==> src/rtl/bafs_queue.sv <==
// ============================================================================
// bafs_queue
// Short first-in first-out queue of classified commands.
// ============================================================================
module bafs_queue #(
    parameter int WIDTH = 8,
    parameter int DEPTH = 2
) (
    input  logic             i_clk,
    input  logic             i_rst_n,
    input  logic             i_push,
    input  logic [WIDTH-1:0] i_data,
    output logic             o_full,
    input  logic             i_pop,
    output logic             o_valid,
    output logic [WIDTH-1:0] o_data
);

    localparam int PW = $clog2(DEPTH);
    localparam int CW = $clog2(DEPTH + 1);

    logic [WIDTH-1:0] r_mem [DEPTH];
    logic [PW-1:0]    r_wr_ptr;
    logic [PW-1:0]    r_rd_ptr;
    logic [CW-1:0]    r_count;

    function automatic logic [PW-1:0] ptr_next(input logic [PW-1:0] ptr);
        logic [PW-1:0] nxt;
        if (ptr == PW'(DEPTH - 1)) begin
            nxt = '0;
        end else begin
            nxt = ptr + 1'b1;
        end
        return nxt;
    endfunction

    always_ff @(posedge i_clk) begin
        if (!i_rst_n) begin
            r_wr_ptr <= '0;
            r_rd_ptr <= '0;
            r_count  <= '0;
        end else begin
            if (i_push) begin
                r_wr_ptr <= ptr_next(r_wr_ptr);
            end
            if (i_pop) begin
                r_rd_ptr <= ptr_next(r_rd_ptr);
            end
            if (i_push && !i_pop) begin
                r_count <= r_count + 1'b1;
            end else if (!i_push && i_pop) begin
                r_count <= r_count - 1'b1;
            end
        end
    end

    always_ff @(posedge i_clk) begin
        if (i_push) begin
            r_mem[r_wr_ptr] <= i_data;
        end
    end

    assign o_full  = (r_count == CW'(DEPTH));
    assign o_valid = (r_count != '0);
    assign o_data  = r_mem[r_rd_ptr];

endmodule

==> config.mk <==
export PLATFORM = sky130hd
export DESIGN_NAME = bafs_queue
export DESIGN_NICKNAME = d
export VERILOG_FILES = /design/src/rtl/bafs_queue.sv
export SDC_FILE = /design/constraint.sdc
export NUM_CORES = 1
export LEC_CHECK = 0
export ABC_AREA = 1
export CAP_MARGIN = 20
export CORE_UTILIZATION = 50
export DETAILED_ROUTE_END_ITERATION = 6
export DONT_BUFFER_PORTS = 1
export MAX_ROUTING_LAYER = met4
export SYNTH_ARGS = -nofsm -noshare
export SYNTH_HDL_FRONTEND = slang
export SYNTH_SLANG_ARGS = --single-unit
==> constraint.sdc <==
create_clock -name i_clk -period 1.5 [get_ports i_clk]
set_input_delay 0.225 -clock i_clk [delete_from_list [all_inputs] [get_ports i_clk]]
set_output_delay 0.225 -clock i_clk [all_outputs]
set_load 0.05 [all_outputs]
Yosys cells after proc, flatten, opt, wreduce, memory -nomap -nowiden
Memory sizes are Yosys's and may differ from the RTL's. A register that Yosys moved wholly into a read port is not among the register bits.
Cells that the tools add are included.
{"block": "op_classes", "addsub": 4, "reduce_logical": 6, "eq_ne": 1, "n_mux": 8}
{"operator": "$mux W1", "count": 6}
{"operator": "$mux W2", "count": 2}
{"operator": "$reduce_bool A2 Y1", "count": 2}
{"operator": "$add A1 B1 Y1 const B", "count": 2}
{"operator": "$add A2 B1 Y2 const B", "count": 1}
{"operator": "$eq A2 B2 Y1 const B", "count": 1}
{"operator": "$logic_and A1 B1 Y1", "count": 2}
{"operator": "$logic_not A1 Y1", "count": 2}
{"operator": "$sub A2 B1 Y2 const B", "count": 1}
{"block": "totals", "regBits": 4, "elab_cells": 23, "out_inout_bits": 10, "ram_bits": 16, "memories": 1}
{"memory": "r_mem", "depth": 2, "width": 8, "read_ports": 1, "rd_ports_with_merged_regs": 1, "write_ports": 1, "line_no": "22", "text": "logic [WIDTH-1:0] r_mem [DEPTH];"}

Longest topological paths before layout
{"block": "logic_depth", "ltp_word": 4, "depth_mapped": 8, "depth_no_buf": 8}

Worst setup path before layout
No wires, ideal clock.
{"block": "synth_timing", "path_kind": "flip-flop to output port", "startpoint": "register r_count[1]", "endpoint": "output port o_full", "slack_ps": 268, "n_path_buf": 0, "stages_incl_launch_ff": 3, "arrival_time_ps": 1007, "required_ps": 1275, "path_cell_list": "dfxtp_1 -> inv_1 -> nor2_1"}
{"block": "synth_between", "elab_chain_len": 1}
{"element": "start, declared", "line_no": "25", "text": "logic [CW-1:0] r_count;"}
{"element": "start signal, assigned", "line_no": "50", "text": "r_count <= r_count + 1'b1;"}
{"element": "start signal, assigned", "line_no": "52", "text": "r_count <= r_count - 1'b1;"}
{"element": "$eq A2 B2 Y1", "line_no": "63", "text": "assign o_full = (r_count == CW'(DEPTH));"}
{"element": "end, declared", "line_no": "13", "text": "output logic o_full,"}
No other way between the ends.

==> impl_metrics.yaml <==
timing:
  setup_violations: 0
  slew_headroom: 0.697
  grt_setup_unrepaired: "no"
  min_period_ns: 1.44
  fin_tns_setup_ns: 0
  clock-skew-final_ns: 0.00208
  fin_crit_sh: 0.959
  fmax_mhz: 695
  hold_violations: 0
  fin_hold_ws_ns: 0.0159
  slew_viol_final: 0
  worstMarginPinSlew_ns: 0.453
synth:
  ys.warnings.count: 0
  ys.flop_type: "edfxtp_1"
  syn_area_per_cell_um2: 14.0
  ys_seq_elements: 21
  yosys-top-cells-count: "edfxtp_1 (16), mux2_4 (8), nand2_1 (8), nor2_1 (8), inv_1 (7)"
  synthTopCellsByArea: "edfxtp_1 (57%), mux2_4 (14%), dfxtp_1 (12%), nand2_1 (3.6%), nor2_1 (3.6%)"
  ys_types: 14
  syn-num-nets: 73
  synth_top_area_frac: 0.571
  synthCells: 60
  synth-async-reset-ratio: 0
  seq_area_frac_synth: 0.689
  synth_most_common_cell: "edfxtp_1"
  netlist.top_cell.by_area: "edfxtp_1"
  mappedNetlistArea_um2: 842
  synth-edff-count: 16
power:
  ir_worst_vdd_v: 0.000643
  leakagePower_nw: 0.377
  p_int_mw: 0.825
  clock_power_share: 0.232
  swShare: 0.286
  seq_power_share: 0.585
  power_density_nw_per_um2: 1280
  p_comb_frac: 0.183
  switchingPower_mw: 0.330
global_routing:
  grt_pass1_vias: 436
  use_met1: 0.156
  grt-ovfl-total: 0
  met2_usage: 0.221
  grt_max_degree: 14
  grt_usage: 0.135
  top_usage_layer: "met2"
  grt_pass1_wl_um: 1730
  met3_usage: 0.0383
  antenna_found_initial: 0
routing:
  drt_wl_total_um: 1050
  drt_iter0_markers: 7
  avgViaCountPerCell: 5.16
  drtPass1Iterations: 4
  vias: 423
  ant_nets: 0
  routedWlPerCell_um: 12.8
  drc: 0
place:
  hpwl_um: 751
  port_buffers: 0
  place.gp.congestion: 0.623
layout:
  post-route-util: 0.586
  drive_above_1_share: 0.258
  area_delta_synth_final_pct: 7.28
  fin_nets: 80
  n_antenna_cell: 0
setup_path:
  worstPathArrival_ns: 1.21
  r2r_slack_ns: 0.48
  worstPathRequired_ns: 1.27
  startpoint_type: "register"
  end_kind: "output port"
  timing.rr.start: "r_wr_ptr$_SDFFE_PN0P_"
  reg2reg_depth: 2
  crit_type: "register to output port"
  r2r_end: "r_mem[1][6]$_DFFE_PP_"
  critPathMaxFanout: 8
clocking:
  post_cts.repair.setup_buffers: 0
  cts_tree: "built"
  cts_resized: 0
  cts_made_buffers: 3
  clock_path_buffers: 2
  root_buffer: "clkbuf_4"
  clk_pin_slew_ns: 0.12
  clock_latency_ns: 0.29
  cts.htree.levels: 1
  clock_sinks: 21
  cts_hold_buffers: 0
floorplan:
  die_x_um: 43.0
  rows: 14
  die_h_um: 43.0
  ios: 22
  core_um2: 1540
  die_area_um2: 1850
  start_util: 0.546
run:
  cap_violations: 0
worst_hold_path:
  hp-class: "primary input to register"
  hp-start: "i_data[4]"
  whs_path_depth: 0
  min_to: "r_mem[0][4]$_DFFE_PP_"
outcome:
  outcome: "finished clean"
## worst max-delay path, cell delays in order, from the launching register on
cell,delay [ns]
dfxtp_1,0.32
buf_4,0.19
mux2_4,0.40
## power groups by stage
stage / sequential [mW] / combinational [mW] / clock, mW
3_3_place_gp: 0.688 / 0.210 / 0
4_1_cts: 0.676 / 0.214 / 0.278
6_report: 0.675 / 0.211 / 0.268
2_1_floorplan: 0.687 / 0.192 / 0
5_1_grt: 0.680 / 0.225 / 0.293
3_5_place_dp: 0.690 / 0.214 / 0
## cells by family (layout without fill, tap and decap cells)
logic type / Yosys count / after routing / synth area share
flip-flops: 21 / 21 / 0.689
AND/OR/NAND/NOR: 19 / 19 / 0.0921
buffers and inverters: 9 / 15 / 0.0490
multiplexers: 8 / 8 / 0.143
AO/OA/AOI/OAI: 2 / 2 / 0.0119
adder cells (fa/ha/maj): 1 / 1 / 0.0149
## how the worst max path moves through the flow
stage,from,endpoint,slack [ns],cells past startpoint
2_1_floorplan,r_count[1]$_SDFFE_PN0P_,o_full,0.27,2
3_3_place_gp,register,o_data[2],0.39,2
3_5_place_dp,register,o_data[5],0.39,2
4_1_cts,register,o_data[5],0.05,2
5_1_grt,register,o_data[2],0.02,2
6_report,register,o_data[5],0.06,2
## metal layers
layer	part of all wire	wire length, um
met1	0.43	450
met2	0.49	513
met3	0.066	69
met4	0.013	14
met5	0	0
## state kept, by name, summed over array words and instances (netlist names), named ones only
register  flops
r_count       2
r_mem        16
r_rd_ptr      1
r_wr_ptr      1
## stage by stage
stage	instance area (um2)	cells	total power, mW	setup slack, ns
CTS	903	82	1.17	0.0472
global route	903	82	1.20	0.0171
global placement	873	78	0.898	0.390
floorplan	842	60	0.879	0.268
detailed placement	873	78	0.903	0.390
finish	903	82	1.15	0.0621
## area by class of cell
class                      instances  area (um2)
clock buffer                       3        22.5
clock inverter                     1        7.51
fill                             124         638
inverter                           8        30.0
multi-input combinational         30         220
sequential                        21         581
tap                               16        20.0
timing repair buffer               3        22.5
## layout by cell type (no fill, tap or decap)
cell type,synthesis,routed
a21oi_1,1,1
nand2_1,8,8
nand3_1,1,1
nand4_1,1,1
nand2_2,1,1
inv_2,1,1
ha_1,1,1
buf_4,0,3
dfxtp_1,5,5
clkbuf_4,0,3
clkinvlp_4,0,1
inv_1,7,7
edfxtp_1,16,16
nor2_1,8,8
o21ai_0,1,1
mux2_4,8,8
(Power assumes the default switching activity.)
